[config.mk]
export PLATFORM = sky130hd
export DESIGN_NAME = odo_front
export DESIGN_NICKNAME = d
export VERILOG_FILES = /design/src/rtl/odo_pkg.sv /design/src/rtl/odo_front.sv
export SDC_FILE = /design/constraint.sdc
export NUM_CORES = 1
export LEC_CHECK = 0
export BUFFER_PORTS_ARGS = -buffer_cell sky130_fd_sc_hd__buf_2
export CORE_ASPECT_RATIO = 1.4
export CORE_MARGIN = 8
export CORE_UTILIZATION = 55
export DETAILED_ROUTE_END_ITERATION = 8
export GPL_TIMING_DRIVEN = 0
export PLACE_DENSITY = 0.83
export SKIP_LAST_GASP = 1
export SLEW_MARGIN = 20
export SYNTH_ARGS = -nofsm -noshare
export SYNTH_HDL_FRONTEND = slang
export SYNTH_SLANG_ARGS = --single-unit
[constraint.sdc]
create_clock -name vclk -period 5.21
set_input_delay 0.2605 -clock vclk [all_inputs]
set_output_delay 0.2605 -clock vclk [all_outputs]
set_load 0.005 [all_outputs]
[src/rtl/odo_pkg.sv]
// Shared types, register codes and fixed-point constants for the
// differential-drive odometry core. No dependencies.
`default_nettype none
package odo_pkg;

  localparam int CORDIC_STEPS_DEF = 16;
  localparam int ACC_WIDTH_DEF    = 32;

  // register indexes on the write port
  localparam logic [2:0] REG_LEFT_MAX    = 3'd0;
  localparam logic [2:0] REG_RIGHT_MAX   = 3'd1;
  localparam logic [2:0] REG_HEAD_GAIN   = 3'd2;
  localparam logic [2:0] REG_TRAVEL_GAIN = 3'd3;
  localparam logic [2:0] REG_SNAP_WINDOW = 3'd4;

  localparam logic [14:0] LEFT_MAX_RST    = 15'd1000;
  localparam logic [14:0] RIGHT_MAX_RST   = 15'd1000;
  localparam logic [23:0] HEAD_GAIN_RST   = 24'd65536;
  localparam logic [23:0] TRAVEL_GAIN_RST = 24'd65536;
  localparam logic [3:0]  SNAP_WINDOW_RST = 4'd2;

  localparam logic ITEM_SAMPLE = 1'b0;
  localparam logic ITEM_TICK   = 1'b1;

  // Q2.30 angle constants
  localparam logic signed [34:0] Q30_PI      = 35'sd3373259426;
  localparam logic signed [34:0] Q30_HALF_PI = 35'sd1686629713;
  localparam logic signed [34:0] Q30_TWO_PI  = 35'sd6746518852;
  localparam logic signed [33:0] CORDIC_K    = 34'sd652032874;

  localparam logic [26:0] HEAD_LIMIT   = 27'h7FF_FFFF;
  localparam logic [31:0] TRAVEL_LIMIT = 32'hFFFF_FFFF;

  typedef struct packed {
    logic               kind;
    logic signed [15:0] left;
    logic signed [15:0] right;
  } odo_item_t;

  typedef struct packed {
    logic [14:0] left_max;
    logic [14:0] right_max;
    logic [23:0] head_gain;
    logic [23:0] travel_gain;
    logic [3:0]  snap_window;
  } odo_cfg_t;

  function automatic logic [31:0] atan_q30(input logic [4:0] i);
    logic [31:0] v;
    case (i)
      5'd0:  v = 32'h3243F6A8;
      5'd1:  v = 32'h1DAC6705;
      5'd2:  v = 32'h0FADBAFC;
      5'd3:  v = 32'h07F56EA6;
      5'd4:  v = 32'h03FEAB76;
      5'd5:  v = 32'h01FFD55B;
      5'd6:  v = 32'h00FFFAAA;
      5'd7:  v = 32'h007FFF55;
      5'd8:  v = 32'h003FFFEA;
      5'd9:  v = 32'h001FFFFD;
      5'd10: v = 32'h000FFFFF;
      5'd11: v = 32'h0007FFFF;
      5'd12: v = 32'h0003FFFF;
      5'd13: v = 32'h0001FFFF;
      5'd14: v = 32'h0000FFFF;
      5'd15: v = 32'h00007FFF;
      5'd16: v = 32'h00003FFF;
      5'd17: v = 32'h00001FFF;
      5'd18: v = 32'h00000FFF;
      5'd19: v = 32'h000007FF;
      5'd20: v = 32'h000003FF;
      5'd21: v = 32'h000001FF;
      5'd22: v = 32'h000000FF;
      5'd23: v = 32'h0000007F;
      5'd24: v = 32'h0000003F;
      5'd25: v = 32'h0000001F;
      5'd26: v = 32'h0000000F;
      5'd27: v = 32'h00000008;
      5'd28: v = 32'h00000004;
      5'd29: v = 32'h00000002;
      default: v = 32'h0;
    endcase
    return v;
  endfunction

endpackage
`default_nettype wire

[src/rtl/odo_front.sv]
// Front end: snaps measured pulse counts to their setpoints when within the
// snap window and packs the request into a queue entry. Depends on odo_pkg.
`default_nettype none
module odo_front (
  input  wire logic               req_type,
  input  wire logic signed [15:0] left_pulses,
  input  wire logic signed [15:0] right_pulses,
  input  wire logic signed [15:0] left_target,
  input  wire logic signed [15:0] right_target,
  input  wire logic [3:0]         snap_window,
  output odo_pkg::odo_item_t      item
);
  import odo_pkg::*;

  function automatic logic signed [15:0] snap(input logic signed [15:0] meas,
                                              input logic signed [15:0] tgt,
                                              input logic [3:0] win);
    logic signed [16:0] d;
    logic [16:0]        mag;
    d   = 17'(tgt) - 17'(meas);
    mag = d[16] ? 17'(-d) : 17'(d);
    return (mag <= 17'(win)) ? tgt : meas;
  endfunction

  always_comb begin
    item.kind  = req_type;
    item.left  = snap(left_pulses, left_target, snap_window);
    item.right = snap(right_pulses, right_target, snap_window);
  end

endmodule
`default_nettype wire

==> results of run 1 <==
-- power groups by stage --
stage	Combinational (mW)	Sequential, mW	Clock, mW
final	0.592	0	0
after CTS	0.554	0	0
after detailed placement	0.539	0	0
after global routing	0.657	0	0
after floorplan	0.412	0	0
after global placement	0.520	0	0
-- area by class of cell --
cell class                 count  area (um2)
inverter                      54         203
timing repair buffer         116         618
tap                           74        92.6
multi-input combinational    448        3490
fill                         563        2050
buffer                        14         119
-- cells in the mapped netlist, drive strengths merged (5+ instances only) --
cell type and count:
nor4 7, o2111ai 5, mux2i 6, clkbuf 15
o21a 9, o211ai 12, and3 7, nor3b 5
nor2 38, ha 42, buf 7, nand2 35
or3 7, o21ai 30, xor2 11, a211oi 11
xnor2 11, and2 8, a2111oi 10, a21oi 35
a31oi 7, a21o 14, nor3 11, inv 54
mux2 31, nor2b 13, nand3 15
-- what timing repair did --
| item | 4_1_cts | 5_1_grt |
|---|---|---|
| buffers inserted | 6 | 9 |
| hold buffers | 0 | 0 |
| endpoints found under the hold margin | 0 | 0 |
| gates resized for setup | 14 | 24 |
| pin swaps | 7 | 12 |
| endpoints found under the setup margin | 32 | 32 |
-- cell families after synthesis --
group | count (synthesis) | synth area share, %
AOI/OAI and AO/OA | 177 | 34.6
buffers and inverters | 76 | 8.74
and+or+nand+nor | 168 | 24.3
muxes | 37 | 11.9
adders and majority gates | 44 | 15.3
xor gates and xnor gates | 22 | 5.20
-- per-stage QoR --
| step | area [um2] | TNS [ns] | setup WS, ns | std cells | hold WS, ns |
|---|---|---|---|---|---|
| 2_1_floorplan | 3710 | 0 | 0.432 | 524 | 0.602 |
| 6_report | 4520 | 0 | 0.0385 | 706 | 0.689 |
| 3_5_place_dp | 4310 | -17.53 | -0.846 | 699 | 0.691 |
| 3_3_place_gp | 4310 | -13.97 | -0.755 | 699 | 0.691 |
| 5_1_grt | 4520 | -1.54 | -0.0959 | 706 | 0.694 |
| 4_1_cts | 4400 | 0 | 0.00256 | 704 | 0.691 |
-- metal layers --
metal / GRT usage [%] / share of wire [%] / vias to the layer above
li1: - / - / 2193
met1: 18.9 / 36 / 2046
met2: 43.7 / 56 / 153
met3: 1.67 / 4.6 / 26
met4: 6.57 / 3.1 / 0
met5: 0 / 0 / -
-- final timing paths --
| check | slack [ns] | endpoint | from | depth (start not counted) |
|---|---|---|---|---|
| max | 0.04 | item[22] | left_target[0] | 20 |
| min | 0.69 | item[32] | req_type | 2 |
-- worst max-delay path, delay by kind of cell --
family                   cells  cell delay (ns)
AND/OR/NAND/NOR              7             2.65
buffers and inverters        7             0.91
AO/OA/AOI/OAI                3             0.42
adder cells (fa/ha/maj)      2             0.38
multiplexers                 1             0.29
==> results.yml, run 1 <==
run_status:
  status: "completed"
timing:
  fin_crit_sh_pct: 99.3
  tightestPinTransition_ns: 0.791
  fmax_mhz: 193
  slew_headroom_pct: 46.4
  setup_viol: 0
  report.final.slew_viol_count: 0
  period_needed_ns: 5.17
  hold_viol_final: 0
die:
  start_util_pct: 56.4
  fp.dieW_um: 85.4
  dieArea_um2: 9660
  core_area_um2: 6570
  die_h_um: 113
  ios: 102
  std_cell_rows: 35
pwr:
  power_density_nw_per_um2: 131
  power_leakage_nw: 2.12
  p_sw_share_pct: 56.3
  pwr-share-seq_pct: 0
  p_int_uw: 259
  power.net_switching_uw: 333
  design_power_total_uw: 592
  ir_worst_vdd_v: 0.0000714
  pwr-share-clk_pct: 0
  p_comb_share_pct: 100.0
grt:
  grt_pass1_wl_um: 17500
  grt_max_degree: 11
  antenna_found_initial: 0
  first_global_vias: 4249
  grtUsageTotal_pct: 20.4
  grt_overflow: 0
cells_and_area:
  antenna_cells: 0
  final_util_pct: 68.8
  drive_above_1_share_pct: 29.9
  syn2layout_area_growth_pct: 21.9
  seq_cell_count: 0
  layout_commonest_cell: "buf_2"
  mostFrequentLayoutCells: "101 x buf_2, 54 x inv_1, 40 x ha_1"
  regArea_um2: 0
  nNetsFinal: 747
  clkbuf_count: 0
detailed_routing:
  drt-vias-per-instance: 6.26
  wl_per_cell_um: 15.1
  postRouteAntennaNets: 0
  wl_um: 10700
  first_pass_iters: 5
  drt_iter0_markers: 159
  drc_errors: 0
  via_count: 4418
critical_path:
  cp_slowest_cell: "nor4_1"
  start_kind: "primary input"
  cp_cell_sequence: "buf_2 -> inv_1 -> ha_4 -> fa_2 -> and2b_2 -> o21a_1 -> buf_4 -> buf_4 -> nor4_1 -> a2111oi_4 -> and3_1 -> and3_1 -> nor4b_2 -> a211oi_1 -> or4_1 -> or4b_4 -> buf_8 -> buf_12 -> mux2_4 -> buf_2"
  critPathArrivalTime_ns: 4.91
  critical-path-max-stage-delay_ns: 0.61
  crit_type: "primary input to output pin"
  crit_required_ns: 4.95
  worst-path-max-fanout: 10
  critPathCaptureType: "output pin"
yosys:
  yosys_warnings: 0
  synthDistinctLibCells: 80
  synthTopCellsByArea: "ha_1 14%, mux2_2 6.7%, inv_1 5.5%"
  synth.cell_area_um2: 3710
  post-synth-top-area-cell: "ha_1"
  avgSynthCellArea_um2: 7.08
  synth.top_cell.area_share_pct: 14.2
  synth_cells: 524
  syn-num-nets: 637
  ys_seq_area_share_pct: 0
flow_run:
  cap_violations: 0
place:
  hpwl_um: 8610
  numPortBuffers: 101
  place.gp.congestion: 0.913
worst_hold_path:
  hold_path_class: "primary input to output pin"
Power figures use the tool's default switching activity.
==> run 2: changes to the inputs <==
MAX_ROUTING_LAYER = met4   (was unset)
==> run 2 against run 1 <==
  * Via count decreased by 1.4%
  * Flip-flop and latch count unchanged
  * Critical path depth increased by 5
  * Worst hold slack about the same
  * Critical path type unchanged
  * Critical endpoint is now item[25]
  * Largest cell class unchanged
  * Largest power group unchanged
==> results.yml, run 2 (synthesized netlist as in run 1, its figures left out) <==
run_status:
  status: "completed"
detailed_routing:
  wl_um: 10500
  drc_errors: 0
  drt_iter0_markers: 132
  postRouteAntennaNets: 0
  met1_length_um: 3880
  wl_per_cell_um: 14.9
  first_pass_iters: 4
  topRoutingLayerUsed: "met4"
  via_count: 4355
  drt-vias-per-instance: 6.20
  wl_met3_um: 353
  route.met2.wl_um: 5920
place:
  numPortBuffers: 101
  place.gp.congestion: 0.916
  dp.cells: 699
  pre_cts_slack_ns: -0.799
  hpwl_um: 8620
grt:
  grt_max_degree: 11
  antenna_found_initial: 0
  first_global_vias: 4225
  grt_overflow: 0
  grt_pass1_wl_um: 17200
  grtUsageTotal_pct: 20.6
critical_path:
  critical-path-max-stage-delay_ns: 0.53
  start_kind: "primary input"
  cp.buffers_inverters: 6
  cp_slowest_cell: "or4b_1"
  critical_path.startpoint: "left_target[0]"
  critPathTopFamily: "simple AND/OR/NAND/NOR gates"
  worst-path-max-fanout: 10
  critPathCaptureType: "output pin"
  critPathArrivalTime_ns: 4.75
  crit_required_ns: 4.95
  crit_type: "primary input to output pin"
timing:
  slew_headroom_pct: 48.7
  fin_crit_sh_pct: 96.3
  report.final.slew_viol_count: 0
  hold_viol_final: 0
  holdWs_ns: 0.689
  tightestPinTransition_ns: 0.758
  period_needed_ns: 5.02
  fmax_mhz: 199
  timing.setup.tns_ns: 0
  setup_viol: 0
  fin_ws_ns: 0.195
  rsz0062_at_grt: "yes"
pwr:
  pwr-share-seq_pct: 0
  pwr-share-clk_pct: 0
  power_leakage_nw: 2.10
  p_int_uw: 254
  p_sw_share_pct: 56.4
  p_comb_share_pct: 100.0
  power_density_nw_per_um2: 131
  ir_worst_vdd_v: 0.0000708
  power.net_switching_uw: 330
cells_and_area:
  seq_cell_count: 0
  regArea_um2: 0
  syn2layout_area_growth_pct: 20.7
  nNetsFinal: 743
  instances_no_fill: 702
  clkbuf_count: 0
  drive_above_1_share_pct: 29.3
  mostFrequentLayoutCells: "102 x buf_2, 54 x inv_1, 40 x ha_1"
  filler_cell_count: 592
  layout_commonest_cell: "buf_2"
  antenna_cells: 0
cts:
  ctsHoldBuffers: 0
die:
  dieArea_um2: 9660
  ios: 102
  std_cell_rows: 35
  die_h_um: 113
  start_util_pct: 56.4
  core_area_um2: 6570
  fp.dieW_um: 85.4
flow_run:
  cap_violations: 0
worst_hold_path:
  hold_path_class: "primary input to output pin"
  worstHoldStart: "req_type"
run 2: cell count changes in the layout (fill, tap and decap cells not counted), sizes merged:
cell	previous run	this run
buf	125	120
clkbuf	5	6
run 2: metrics by stage:
stage / power (mW) / util [%] / area (um2)
after floorplan: 0.412 / - / 3710
after global placement: 0.522 / 65.5 / 4310
after detailed placement: 0.541 / 65.5 / 4310
after CTS: 0.553 / 66.8 / 4390
after global routing: 0.649 / 68.1 / 4470
final: 0.584 / 68.1 / 4470
run 2: path summary, 6_finish.rpt:
path  cells after the start       end  slack (ns)
max                      25  item[25]        0.19
min                       2  item[32]        0.69
run 2: area by class of cell:
type	instances	area [um2]	area share, %
Multi-Input combinational cell	448	3480	77.7
Timing Repair Buffer	113	597	13.3
Inverter	54	203	4.53
Buffer	13	104	2.32
Tap cell	74	92.6	2.07
run 2: what timing repair did:
action	in CTS	in global routing
endpoints found under the hold margin	0	0
gates cloned	0	1
pin swaps	3	12
buffers inserted	4	7
gates resized for setup	13	23
endpoints found under the setup margin	32	32
run 2: routing by layer:
layer | vias up | GRT usage [%]
met3 | 22 | 1.45
met4 | 0 | 7.28
li1 | 2187 | -
met1 | 2041 | 18.5
met5 | - | -
met2 | 105 | 42.8
run 2: power by group through the flow:
| stage | Combinational [mW] | Clock, mW | Sequential (mW) |
|---|---|---|---|
| after floorplan | 0.412 | 0 | 0 |
| after global placement | 0.522 | 0 | 0 |
| after detailed placement | 0.541 | 0 | 0 |
| after CTS | 0.553 | 0 | 0 |
| after global routing | 0.649 | 0 | 0 |
| final | 0.584 | 0 | 0 |
==> run 3: changes to the inputs <==
BUFFER_PORTS_ARGS = unset   (was -buffer_cell sky130_fd_sc_hd__buf_2)
DONT_BUFFER_PORTS = 1   (was unset)
PLACE_DENSITY = 0.7   (was 0.83)
==> run 3 against run 2 <==
  * Critical path type unchanged
  * Combinational power is 11% lower
  * Core utilization shrank 8.8 points
  * Global-route usage decreased by 0.83 points
  * Critical path depth shrank 1
  * Non-clock buffer count shrank 103
  * Clock-buffer cell count is the same
  * Die area stayed put
  * Power decreased by 11%
==> results.yml, run 3 (synthesized netlist as in run 1, its figures left out) <==
run_status:
  status: "completed"
critical_path:
  crit_required_ns: 4.95
  worst-path-max-fanout: 10
  critPathArrivalTime_ns: 4.67
  critPathCapture: "item[12]"
  crit_type: "primary input to output pin"
  critical_path.startpoint: "right_target[0]"
  critPathCaptureType: "output pin"
  start_kind: "primary input"
pwr:
  power_density_nw_per_um2: 134
  design_power_total_uw: 520
  ir_worst_vdd_v: 0.0000666
  power_leakage_nw: 1.68
die:
  core_area_um2: 6570
  die_h_um: 113
  dieArea_um2: 9660
  fp.dieW_um: 85.4
  std_cell_rows: 35
  ios: 102
  start_util_pct: 56.4
detailed_routing:
  drt-vias-per-instance: 6.54
  drt_iter0_markers: 184
  via_count: 3915
  first_pass_iters: 5
  wl_um: 9980
  wl_per_cell_um: 16.7
  postRouteAntennaNets: 0
  drc_errors: 0
cells_and_area:
  seq_cell_count: 0
  nNetsFinal: 640
  syn2layout_area_growth_pct: 5.06
  layout_commonest_cell: "inv_1"
  antenna_cells: 0
  multi_input_area_um2: 3430
  regArea_um2: 0
  filler_cell_count: 679
  mostFrequentLayoutCells: "54 x inv_1, 41 x ha_1, 37 x nor2_1"
  drive_above_1_share_pct: 13.7
  clkbuf_count: 0
timing:
  slew_headroom_pct: 47.2
  tightestPinTransition_ns: 0.780
  fin_ws_ns: 0.283
  fmax_mhz: 203
  period_needed_ns: 4.93
  holdWs_ns: 0.605
  hold_viol_final: 0
  rsz0062_at_grt: "yes"
  fin_crit_sh_pct: 94.6
  report.final.slew_viol_count: 0
  setup_viol: 0
place:
  pre_cts_slack_ns: -0.565
  place.gp.congestion: 0.904
  hpwl_um: 8140
  numPortBuffers: 0
grt:
  grtUsageTotal_pct: 19.7
  first_global_vias: 3880
  grt_overflow: 0
  grt_max_degree: 11
  antenna_found_initial: 0
  grt_pass1_wl_um: 16500
cts:
  ctsHoldBuffers: 0
flow_run:
  cap_violations: 0
worst_hold_path:
  hold_path_class: "primary input to output pin"
run 3: metrics by stage:
stage          utilization, %  instances  setup TNS (ns)  area (um2)
2_1_floorplan               -        524               0        3710
5_1_grt                  59.3        599          -0.247        3890
3_3_place_gp             57.8        598           -7.62        3800
3_5_place_dp             57.8        598           -9.37        3800
6_report                 59.3        599               0        3890
4_1_cts                  58.2        599               0        3830
run 3: worst max-delay path, cell delays in order:
cell	delay [ns]
inv_1	0.02
ha_1	0.20
fa_2	0.40
nor2b_2	0.17
o21ai_1	0.15
a211oi_2	0.36
o31a_1	0.23
o22ai_2	0.11
clkbuf_4	0.19
nand2_1	0.07
o21ai_0	0.08
ha_1	0.29
nor2b_1	0.13
o21ai_0	0.13
nand2b_1	0.07
a21oi_1	0.15
a41o_1	0.11
o21ai_0	0.08
a2111oi_1	0.29
nand3_1	0.18
nor4_4	0.30
buf_4	0.19
buf_6	0.13
mux2_2	0.36
run 3: what timing repair did:
item / in CTS / in global routing
buffers inserted: 1 / 5
gates cloned: 0 / 1
pin swaps: 1 / 5
setup endpoints to repair: 32 / 32
gates resized for setup: 6 / 18
run 3: layout make-up:
| class | count | area share, % |
|---|---|---|
| multi-input combinational | 448 | 88.1 |
| inverter | 54 | 5.20 |
| buffer | 16 | 2.89 |
| tap | 74 | 2.38 |
| timing repair buffer | 7 | 1.38 |
run 3: power breakdown:
group | total (mW) | switching (mW) | internal, mW | leakage (nW)
Clock | 0 | 0 | 0 | 0
Combinational | 0.520 | 0.306 | 0.214 | 1.68
Sequential | 0 | 0 | 0 | 0
run 3: routing by layer:
layer / wire (um) / track usage [%]
met1: 3620 / 18.4
met2: 5560 / 40.6
met3: 431 / 1.89
met4: 363 / 5.63
met5: 0 / -
run 3: how the worst min path moves through the flow:
stage                to      from  slack (ns)  depth (start not counted)
6_report       item[32]  req_type        0.60                          1
5_1_grt        item[32]  req_type        0.61                          1
4_1_cts        item[32]  req_type        0.61                          1
3_5_place_dp   item[32]  req_type        0.61                          1
3_3_place_gp   item[32]  req_type        0.61                          1
2_1_floorplan  item[32]  req_type        0.60                          1
