## config.mk

```make
export PLATFORM = sky130hd
export DESIGN_NAME = odo_fifo
export DESIGN_NICKNAME = d
export VERILOG_FILES = /design/src/rtl/odo_fifo.sv
export SDC_FILE = /design/constraint.sdc
export NUM_CORES = 1
export LEC_CHECK = 0
export BUFFER_PORTS_ARGS = -buffer_cell sky130_fd_sc_hd__buf_2
export CORE_ASPECT_RATIO = 1.75
export CORE_MARGIN = 2
export CORE_UTILIZATION = 40
export CTS_CLUSTER_DIAMETER = 120
export CTS_CLUSTER_SIZE = 24
export DETAILED_ROUTE_END_ITERATION = 10
export PLACE_DENSITY = 0.62
export SYNTH_ARGS = -nofsm -noshare
export SYNTH_HDL_FRONTEND = slang
export SYNTH_SLANG_ARGS = --single-unit
```

## constraint.sdc

```tcl
create_clock -name clk -period 2.3 [get_ports clk]
set_clock_uncertainty 0.05 [all_clocks]
set_input_delay 0.23 -clock clk [delete_from_list [all_inputs] [get_ports clk]]
set_output_delay 0.23 -clock clk [all_outputs]
set_load 0.1 [all_outputs]
```

## src/rtl/odo_fifo.sv

```systemverilog
// Two-entry register queue between front and back end.
// No dependencies.
`default_nettype none
module odo_fifo #(
  parameter int WIDTH = 33
) (
  input  wire logic             clk,
  input  wire logic             rst,
  input  wire logic             wr,
  input  wire logic [WIDTH-1:0] din,
  input  wire logic             rd,
  output logic [WIDTH-1:0]      dout,
  output logic                  full,
  output logic                  empty
);
  logic [WIDTH-1:0] slots [2];
  logic             wr_ptr, rd_ptr;
  logic [1:0]       count;

  assign full  = (count == 2'd2);
  assign empty = (count == 2'd0);
  assign dout  = slots[rd_ptr];

  always_ff @(posedge clk) begin
    if (wr) begin
      slots[wr_ptr] <= din;
    end
  end

  always_ff @(posedge clk) begin
    if (rst) begin
      wr_ptr <= 1'b0;
      rd_ptr <= 1'b0;
      count  <= 2'd0;
    end else begin
      if (wr) wr_ptr <= ~wr_ptr;
      if (rd) rd_ptr <= ~rd_ptr;
      if (wr && !rd) count <= count + 2'd1;
      else if (rd && !wr) count <= count - 2'd1;
    end
  end

endmodule
`default_nettype wire

```

==> impl_results.md, run 1 <==
* WP buf/inv at 2
* Met1 Use GR at 0.140
* Slowest cell on crit path: dfxtp_1
* Vias in the first global route at 1562
* Starting Density at 0.415
* Die Y at roughly 110 µm
* Most used cell, CP: buf_12
* Post-route clock period utilization at 0.878
* RD Place Congestion at approximately 0.66
* Required @ worst endpoint at a little over 2 ns
* Count leader, synth: edfxtp_1
* Drt first pass iters at 5
* Peak VDD IR at approximately 0.88 mV
* Nets@finish at 246
* Num CTS Buffers at 9
* PwrDens at roughly 950 nW/µm²
* Post-Synthesis Cells at about 130
* Ranking of synthesized cells by area: edfxtp_1, mux2_2, dfxtp_1, nor2_1, xnor2_1
* Sequential fraction of the synthesis area at 0.806
* Routed wire per std cell at around 17 µm
* Worst Path Arrival at about 1.7 ns
* Pre-CTS WS at approximately 0.62 ns
* DR vias at approximately 1400
* Crit path launch type: register
* Clk slew on worst S/H paths at about 0.070 ns
* Main synth FF type: edfxtp_1
* Synth-to-layout area growth at 46.2%
* Worst min path class: in -> reg
* Synth warn at 0
* Layer with the highest usage: met2
* TNS Setup at 0 ns
* Gr usage total at 0.152
* Die X-Extent at between 60 and 70 µm
* Netlist cell types at 16
* Number of setup buffers added after CTS at 0
* Sink Count at slightly above 70
* Maximum root-to-sink buffer count at 2
* Fraction of registers with async set or reset after synthesis at 0
* Post-DP HPWL at around 3.6 mm
* # IOs at between 70 and 80
* Leak at between 1 and 1.5 nW
* FILL cells at around 480
* Ant. Diodes at 0
* Min cycle time layout at approximately 2.0 ns
* Flops & latches, synth at 71
* Largest fanout on the critical path at 26
* Layout cells sized above 1 at 0.596
* Flop-to-flop setup slack at around 1.1 ns
* FF/Latch Area at between 2000 and 2500 µm²
* # rows at 38
* Yosys top cell area share at 0.767
* Worst rel slew slack at 0.679
* Post-synthesis instance area at between 2000 and 3000 µm²
* Global-route wire length before repair at approximately 7.6 mm
* Stages on worst setup path at 3
* Max incr delay on CP at 0.57 ns
* Critical path, cell by cell: buf_12 -> mux2_2 -> buf_12
* Port buffer count at 71
* CTS resizes at 0
* Synthesized Nets at between 150 and 200
* Later-pin clock latency in the skew report at between 0.3 and 0.4 ns
* Status: finished, final reports clean
* Pin count of the biggest net entering global routing at 27
* WS Path Type: reg -> out
* Core Footprint at between 6000 and 7000 µm²
* GRT overflow at 0
* Final antenna-violating net count at 0
* H-tree depth at 3
* Tot Pwr at 3.57 mW
* Slew Limit Fails at 0
* Vias per inst at around 4.8
* GRT met2 Usage at 0.282
* Top post-synthesis cells by count: edfxtp_1, mux2_2, dfxtp_1, nor2_1, buf_2
* PnR worst setup slack at roughly 0.28 ns
* Grt met3 use at 0.0548
* DRC at 0
* Post-Synthesis Mean Instance Area at 20.7 µm²
* Die area at about 7100 µm²
* Initial antenna violation count at 0
* Initial DRC count at 39
* CP top delay family: flip-flops
* Fmax at just under 500 MHz
* Setup violators final at 0
* Root Driver: clkbuf_8
* Fin. Hold Viols at 0
* Post-synth EDFFs at 66
* Multi-input gate area at about 480 µm²
* Hold_buf cts at 0
* Worst-Margin Slew at 0.484 ns
* Unrepaired setup endpoints after global routing: no
* Synth area leader: edfxtp_1
* Max-cap viol count at 0
* Worst Setup End Kind: output pin
* Final wirelength at between 4 and 5 mm
* Cells on Worst Hold Path at 1
* Reg2reg path depth at 2
* CTS tree: done
-- metal layers --
metal  part of all wire  wire (µm)  vias to the layer above
met3              0.060        296                       12
met4              0.024        118                        0
li1                   -          -                      644
met5                  0          0                        -
met1               0.31       1550                      686
met2               0.60       3000                       52
-- path summary, 6_finish.rpt --
path             from      endpoint
max          register      dout[11]
min           din[31]  slots[0][31]
max reg2reg    wr_ptr  slots[1][23]
min reg2reg  count[1]      count[1]
-- kinds of logic (layout without fill, tap and decap cells) --
group | count (synthesis) | after routing | share of synthesized area
DFF | 71 | 71 | 0.806
and+or+nand+nor | 9 | 9 | 0.0179
buffers and inverters | 5 | 93 | 0.0102
xor gates and xnor gates | 4 | 4 | 0.0136
muxes | 33 | 33 | 0.144
adders and majority gates | 1 | 1 | 0.00484
AOI/OAI and AO/OA | 2 | 2 | 0.00387
-- cells in the final DEF (no fill, tap or decap) --
cell type and count:
and2_1 1, ha_1 1, xnor2_1 2, buf_12 34, nor2b_4 1, xor2_1 2
and2b_2 1, bufinv_16 1, edfxtp_1 66, clkinv_2 2, o21ai_0 1, buf_4 4
or3_1 1, clkinvlp_4 1, inv_1 1, a21oi_1 1, clkbuf_8 11, nor2_1 5
mux2_2 33, clkinv_4 1, buf_2 38, dfxtp_1 5
-- registers in the layout, indices dropped and copies added (netlist names), named ones only --
register and flops:
wr_ptr 1, slots 66, count 2, rd_ptr 1
-- area by class of cell --
cell class | count | share of cell area
multi-input cells | 49 | 0.128
flip-flops and latches | 71 | 0.551
well taps | 80 | 0.0265
clock buffers | 11 | 0.0401
clock inverters | 5 | 0.0149
repair buffers | 76 | 0.238
inverters | 1 | 0.000994
-- per-stage QoR --
step,instance area (µm²),utilization,cells,hold WS (ns)
after global placement,3570,0.573,277,0.368
final,3780,0.606,293,0.0258
after detailed placement,3570,0.573,277,0.373
after global routing,3780,0.606,293,0.00189
after floorplan,2580,-,125,0.249
after CTS,3780,0.606,293,0.00598
-- where the power goes --
| part | switching [mW] | internal, mW | leakage [nW] | total [mW] |
|---|---|---|---|---|
| Sequential | 0.0313 | 1.50 | 0.661 | 1.53 |
| Combinational | 0.686 | 0.361 | 0.671 | 1.05 |
| Clock | 0.436 | 0.557 | 0.105 | 0.993 |
Power figures use the tool's default switching activity.
==> run 2, diff against run 1 <==
Settings changed: ABC_AREA from default to 1.
==> run 2 against run 1 <==
Via count stayed put. Routed wire length shrank 14%. Global-route usage shrank 2.4 points. Utilization down 9.1 points. Worst setup slack improved by 0.016 ns. Area after synthesis increased by 7.0%. Total power down 3.6%. Combinational power fell by 25%. Cell count increased by 4.4%. Largest cell class unchanged. Largest power group unchanged.
==> impl_results.md, run 2 <==
* Status: finished, final reports clean
* Leak at 1.42 nW (-1.1%)
* Initial antenna violation count at 0 (unchanged)
* DR vias at 1394 (unchanged)
* Worst Setup End Kind: output pin
* Regs by FF count: slots (66), count (2)
* Port buffer count at 71 (unchanged)
* Synth area leader: edfxtp_1
* Cells on Worst Hold Path at 1 (unchanged)
* Routed wire per std cell at 14.0 µm (-17%)
* FILL cells at 601 (+24%)
* Later-pin clock latency in the skew report at 0.32 ns (-0.02 ns)
* Synthesized Nets at 174 (+6.7%)
* Min cycle time layout at 2.00 ns (-0.0159 ns)
* Fin. Hold Viols at 0 (unchanged)
* Flops & latches, synth at 71 (unchanged)
* H-tree depth at 3 (unchanged)
* Nets@finish at 257 (+4.5%)
* Top post-synthesis cells by count: edfxtp_1, mux2_4, inv_1
* Post-Synthesis Mean Instance Area at 20.3 µm² (-1.7%)
* Critical path, cell by cell: buf_12 -> mux2_2 -> buf_2
* Setup violators final at 0 (unchanged)
* Initial DRC count at 47 (+21%)
* WS Path Type: reg -> out
* Drt first pass iters at 4 (-1)
* Die X-Extent at 66.8 µm (+3.2%)
* Post-DP HPWL at 3.05 mm (-16%)
* TNS Setup at 0 ns (unchanged)
* Worst rel slew slack at 0.636 (-0.0431)
* Yosys top cell area share at 0.717 (-0.0500)
* Post-synth EDFFs at 66 (unchanged)
* Global-route wire length before repair at 6.64 mm (-13%)
* GRT overflow at 0 (unchanged)
* Pin count of the biggest net entering global routing at 19 (-30%)
* CTS tree: done
* Core Footprint at 6760 µm² (+8.5%)
* Root Driver: clkbuf_16
* Slowest cell on crit path: dfxtp_2
* Vias in the first global route at 1427 (-8.6%)
* Maximum root-to-sink buffer count at 2 (unchanged)
* Synth warn at 0 (unchanged)
* Worst min path class: in -> reg
* Worst-Margin Slew at 0.544 ns (+0.0600 ns)
* Num CTS Buffers at 9 (unchanged)
* Crit path launch type: register
* Number of setup buffers added after CTS at 0 (unchanged)
* CTS resizes at 0 (unchanged)
* Critical register-to-register path startpoint: wr_ptr
* Synth-to-layout area growth at 25.9%
* Max incr delay on CP at 0.55 ns (-0.02 ns)
* Tot Pwr at 3.45 mW (-3.6%)
* Clk slew on worst S/H paths at 0.05 ns (-0.02 ns)
* Vias per inst at 4.56 (-4.2%)
* Final wirelength at 4.29 mm (-14%)
* Starting Density at 0.409 (-0.00575)
* Flop-to-flop setup slack at 0.92 ns (-0.15 ns)
* Unrepaired setup endpoints after global routing: no
* HP Start: din[17]
* Netlist cell types at 16 (unchanged)
* Peak VDD IR at 0.500 mV (-43%)
* Reg2reg end: slots[0][15]
* Ant. Diodes at 0 (unchanged)
* Fmax at 499 MHz (+0.79%)
* Die area at 7620 µm² (+6.6%)
* Worst Hold Endpoint: slots[1][17]
* DRC at 0 (unchanged)
* Ranking of synthesized cells by area: edfxtp_1, mux2_4, dfxtp_1, buf_12, inv_1
* Required @ worst endpoint at 2.02 ns (about the same)
* Die Y at 114 µm (+3.3%)
* Largest register FFs at 66 (unchanged)
* Final antenna-violating net count at 0 (unchanged)
* Main synth FF type: edfxtp_1
* Layout cells sized above 1 at 0.541 (-0.0557)
* PwrDens at 990 nW/µm² (+4.7%)
* Fraction of registers with async set or reset after synthesis at 0 (unchanged)
* Gr usage total at 0.128 (-0.0238)
* Reg2reg path depth at 2 (unchanged)
* Max-cap viol count at 0 (unchanged)
* Sequential fraction of the synthesis area at 0.753 (-0.0525)
* # rows at 40 (+5.3%)
* RD Place Congestion at 0.694 (+4.7%)
* Post-route clock period utilization at 0.871 (-0.00690)
* Slew Limit Fails at 0 (unchanged)
* Sink Count at 71 (unchanged)
* Reg with most FFs: slots
* Commonest non-fill, non-tap cells in the layout: buf_2, edfxtp_1, mux2_4, inv_1, clkbuf_16
* Count leader, synth: edfxtp_1
* # IOs at 72 (unchanged)
* Commonest non-fill, non-tap cell in the layout: buf_2
* Largest fanout on the critical path at 13 (-50%)
* Hold_buf cts at 0 (unchanged)
* Worst Path Arrival at 1.72 ns (-0.02 ns)
* Post-synthesis instance area at 2760 µm² (+7.0%)
* Post-Synthesis Cells at 136 (+8.8%)
run 2: cell types whose count changed in the layout (fill, tap and decap cells not counted), moves of 5 or more:
cell | previous run | this run
clkbuf_16 | 0 | 9
mux2_4 | 0 | 30
mux2_2 | 33 | 3
nand2_1 | 0 | 5
buf_2 | 38 | 71
inv_1 | 1 | 9
buf_12 | 34 | 3
clkbuf_8 | 11 | 0
run 2: layer usage:
| metal | part of all wire | track usage | vias to the layer above |
|---|---|---|---|
| met4 | 0.029 | 0.0816 | 0 |
| met2 | 0.57 | 0.223 | 40 |
| li1 | - | - | 674 |
| met1 | 0.33 | 0.117 | 670 |
| met3 | 0.067 | 0.0562 | 10 |
| met5 | 0 | 0 | - |
run 2: worst max-delay path: cells and delay by family (launching register included):
kind	cells	cell delay [ns]
buf+inv	2	0.50
mux	1	0.34
flops	1	0.55
run 2: worst max-delay path by stage:
stage	depth (start not counted)	startpoint	slack (ns)	endpoint
floorplan	1	wr_ptr	0.11	slots[0][0]
global placement	3	register	0.64	dout[25]
detailed placement	3	register	0.62	dout[25]
CTS	3	register	0.26	dout[26]
global route	3	register	0.23	dout[30]
finish	3	register	0.30	dout[26]
run 2: per-stage QoR:
step	instance area, µm²	worst slack [ns]	util	cells	hold WS, ns
detailed placement	3240	0.617	0.479	292	0.371
global route	3480	0.226	0.515	306	0.0272
global placement	3240	0.639	0.479	292	0.367
floorplan	2760	0.108	-	136	0.252
finish	3480	0.297	0.515	306	0.0412
CTS	3480	0.260	0.515	306	0.0242
run 2: logic make-up (layout without fill, tap and decap cells):
kind of cell | Yosys count | count (layout) | synth area share
flip-flops | 71 | 71 | 0.753
multiplexers | 33 | 33 | 0.175
AND/OR/NAND/NOR | 15 | 15 | 0.0222
buffers and inverters | 13 | 99 | 0.0380
AO/OA/AOI/OAI | 2 | 2 | 0.00362
adder cells (fa/ha/maj) | 1 | 1 | 0.00453
XOR/XNOR | 1 | 1 | 0.00317
run 2: final cells by class:
type	count	area [µm²]	area share
multi-input combinational	52	584	0.168
timing repair buffer	76	430	0.124
clock buffer	10	229	0.0658
clock inverter	4	15.0	0.00431
inverter	9	33.8	0.00971
sequential	71	2080	0.598
tap	84	105	0.0302
run 2: power by group:
group          internal [mW]  leakage [nW]  switching, mW  total (mW)
clock                  0.699         0.118          0.433        1.13
combinational          0.188         0.642          0.602       0.790
sequential              1.49         0.661         0.0296        1.52
total                   2.38          1.42           1.06        3.45
==> run 3, diff against run 2 <==
--- a/constraint.sdc
+++ b/constraint.sdc
@@ -3,3 +3,3 @@
 set_input_delay 0.23 -clock clk [delete_from_list [all_inputs] [get_ports clk]]
 set_output_delay 0.23 -clock clk [all_outputs]
-set_load 0.1 [all_outputs]
+set_load 0.01 [all_outputs]
==> run 3 against run 2 <==
Register-to-register slack improved by 0.05 ns. Sequential share of layout area decreased by 0.45 points. Non-clock buffer count unchanged. Largest cell class unchanged. Total power decreased by 9.4%. Critical path depth unchanged. Global-route usage decreased by 0.88 points. Clock-buffer cell count unchanged. Sequential power about the same. Via count increased by 1.0%.
==> impl_results.md, run 3 (same netlist as run 2, synthesis figures left out) <==
* Part of the power in registers at 0.489 (+0.047)
* Final antenna-violating net count at 0 (unchanged)
* DR vias at 1408 (+1.0%)
* Leak at 1.44 nW (+1.2%)
* PnR worst setup slack at 0.349 ns (+0.0521 ns)
* Crit path launch type: register
* Die X-Extent at 66.8 µm (unchanged)
* Vias in the first global route at 1384 (-3.0%)
* Net Sw Power at 0.621 mW (-42%)
* Initial DRC count at 36 (-23%)
* HP Start: din[14]
* Number of setup buffers added after CTS at 0 (unchanged)
* Worst Setup End Kind: output pin
* Num CTS Buffers at 9 (unchanged)
* Drt first pass iters at 4 (unchanged)
* Setup violators final at 0 (unchanged)
* Hold_buf cts at 0 (unchanged)
* WS Path Type: reg -> out
* Reg with most FFs: slots
* Unrepaired setup endpoints after global routing: no
* Clock power frac at 0.403 (+0.075)
* Post-DP HPWL at 3.03 mm (-0.48%)
* Fmax at 513 MHz (+2.7%)
* Synth-to-layout area growth at 26.9%
* Largest fanout on the critical path at 12 (-1)
* Pin count of the biggest net entering global routing at 21 (+2)
* Reg2reg path depth at 2 (unchanged)
* Die area at 7620 µm² (unchanged)
* Worst min path class: in -> reg
* CTS resizes at 0 (unchanged)
* Gr usage total at 0.119 (-0.00875)
* Clk slew on worst S/H paths at 0.05 ns (about the same)
* Worst rel slew slack at 0.685 (+0.0487)
* Regs by FF count: slots (66), count (2)
* Core Footprint at 6760 µm² (unchanged)
* Slew Limit Fails at 0 (unchanged)
* Cell Int Power at 2.50 mW (+4.9%)
* Pre-CTS WS at 0.647 ns (+0.0297 ns)
* Placed inst area at 3220 µm² (-0.39%)
* # IOs at 72 (unchanged)
* Worst Path Arrival at 1.67 ns (-0.05 ns)
* Final wirelength at 4.25 mm (-0.89%)
* Vias per inst at 4.56 (about the same)
* FILL cells at 583 (-3.0%)
* Worst-Margin Slew at 0.471 ns (-0.0728 ns)
* H-tree depth at 3 (unchanged)
* Maximum root-to-sink buffer count at 2 (unchanged)
* Commonest non-fill, non-tap cells in the layout: buf_2, edfxtp_1, mux2_4, inv_1, clkbuf_16
* Die Y at 114 µm (unchanged)
* Final Cell Area at 3510 µm² (+0.75%)
* RD Place Congestion at 0.677 (-2.5%)
* Fin cells at 309 (+0.98%)
* Peak VDD IR at 0.905 mV (+81%)
* PwrDens at 890 nW/µm² (-10%)
* Nets@finish at 257 (unchanged)
* Fin. Hold Viols at 0 (unchanged)
* Logic pwr share at 0.109 (-0.120)
* Min cycle time layout at 1.95 ns (-0.0521 ns)
* Post-route clock period utilization at 0.848 (-0.0227)
* Worst Hold Endpoint: slots[0][14]
* DRC at 0 (unchanged)
* GRT overflow at 0 (unchanged)
* Status: finished, final reports clean
* Tot Pwr at 3.12 mW (-9.4%)
* Port buffer count at 71 (unchanged)
* Later-pin clock latency in the skew report at 0.31 ns (about the same)
* Critical register-to-register path startpoint: wr_ptr
* # rows at 40 (unchanged)
* Sink Count at 71 (unchanged)
* Required @ worst endpoint at 2.02 ns (about the same)
* Max-cap viol count at 0 (unchanged)
* Global-route wire length before repair at 6.35 mm (-4.4%)
* Starting Density at 0.409 (unchanged)
* Routed wire per std cell at 13.8 µm (-1.8%)
* Post-layout util at 0.519 (+0.00389)
* Layout cells sized above 1 at 0.549 (+0.00857)
* Commonest non-fill, non-tap cell in the layout: buf_2
* Placed cell count at 292 (unchanged)
* Largest register FFs at 66 (unchanged)
* Switching Fraction at 0.199 (-0.110)
* Fin Hold WS at 0.0501 ns (+0.00895 ns)
* Initial antenna violation count at 1 (+1)
* Root Driver: clkbuf_16
* Reg2reg end: slots[0][8]
* Cells on Worst Hold Path at 1 (unchanged)
* CTS tree: done
* TNS Setup at 0 ns (unchanged)
* Flop-to-flop setup slack at 0.97 ns (+0.05 ns)
## run 3: area by class of cell
type                            count  area, µm²  area share
Sequential cell                    71       2080       0.594
Multi-Input combinational cell     52        584       0.167
Timing Repair Buffer               76        418       0.119
Clock buffer                       10        229      0.0653
Tap cell                           84        105      0.0300
Clock inverter                      6       51.3      0.0146
Inverter                            9       33.8     0.00963
Antenna cell                        1       2.50    0.000714
## run 3: worst max-delay path, cell delays in order (launching register included)
cell and delay, ns:
dfxtp_2 0.58, buf_4 0.31, mux2_4 0.32, buf_2 0.14
## run 3: how the worst max path moves through the flow
stage                  end  slack (ns)  cells after the start
2_1_floorplan  slots[0][0]        0.11                      1
3_3_place_gp      dout[12]        0.69                      3
3_5_place_dp      dout[12]        0.65                      3
4_1_cts           dout[12]        0.30                      3
5_1_grt           dout[31]        0.27                      3
6_report          dout[12]        0.35                      3
## run 3: per-layer routing
layer / global-route usage / up-vias / routed length [µm]
met5: 0 / - / 0
met4: 0.0735 / 0 / 117
met3: 0.0414 / 8 / 217
met2: 0.211 / 41 / 2370
met1: 0.114 / 681 / 1550
li1: - / 678 / -
## run 3: power groups by stage
| stage | combinational [mW] | clock, mW | sequential, mW |
|---|---|---|---|
| floorplan | 0.237 | 0 | 1.54 |
| global placement | 0.342 | 0 | 1.55 |
| detailed placement | 0.346 | 0 | 1.55 |
| CTS | 0.347 | 1.29 | 1.53 |
| global route | 0.369 | 1.34 | 1.53 |
| finish | 0.340 | 1.26 | 1.52 |
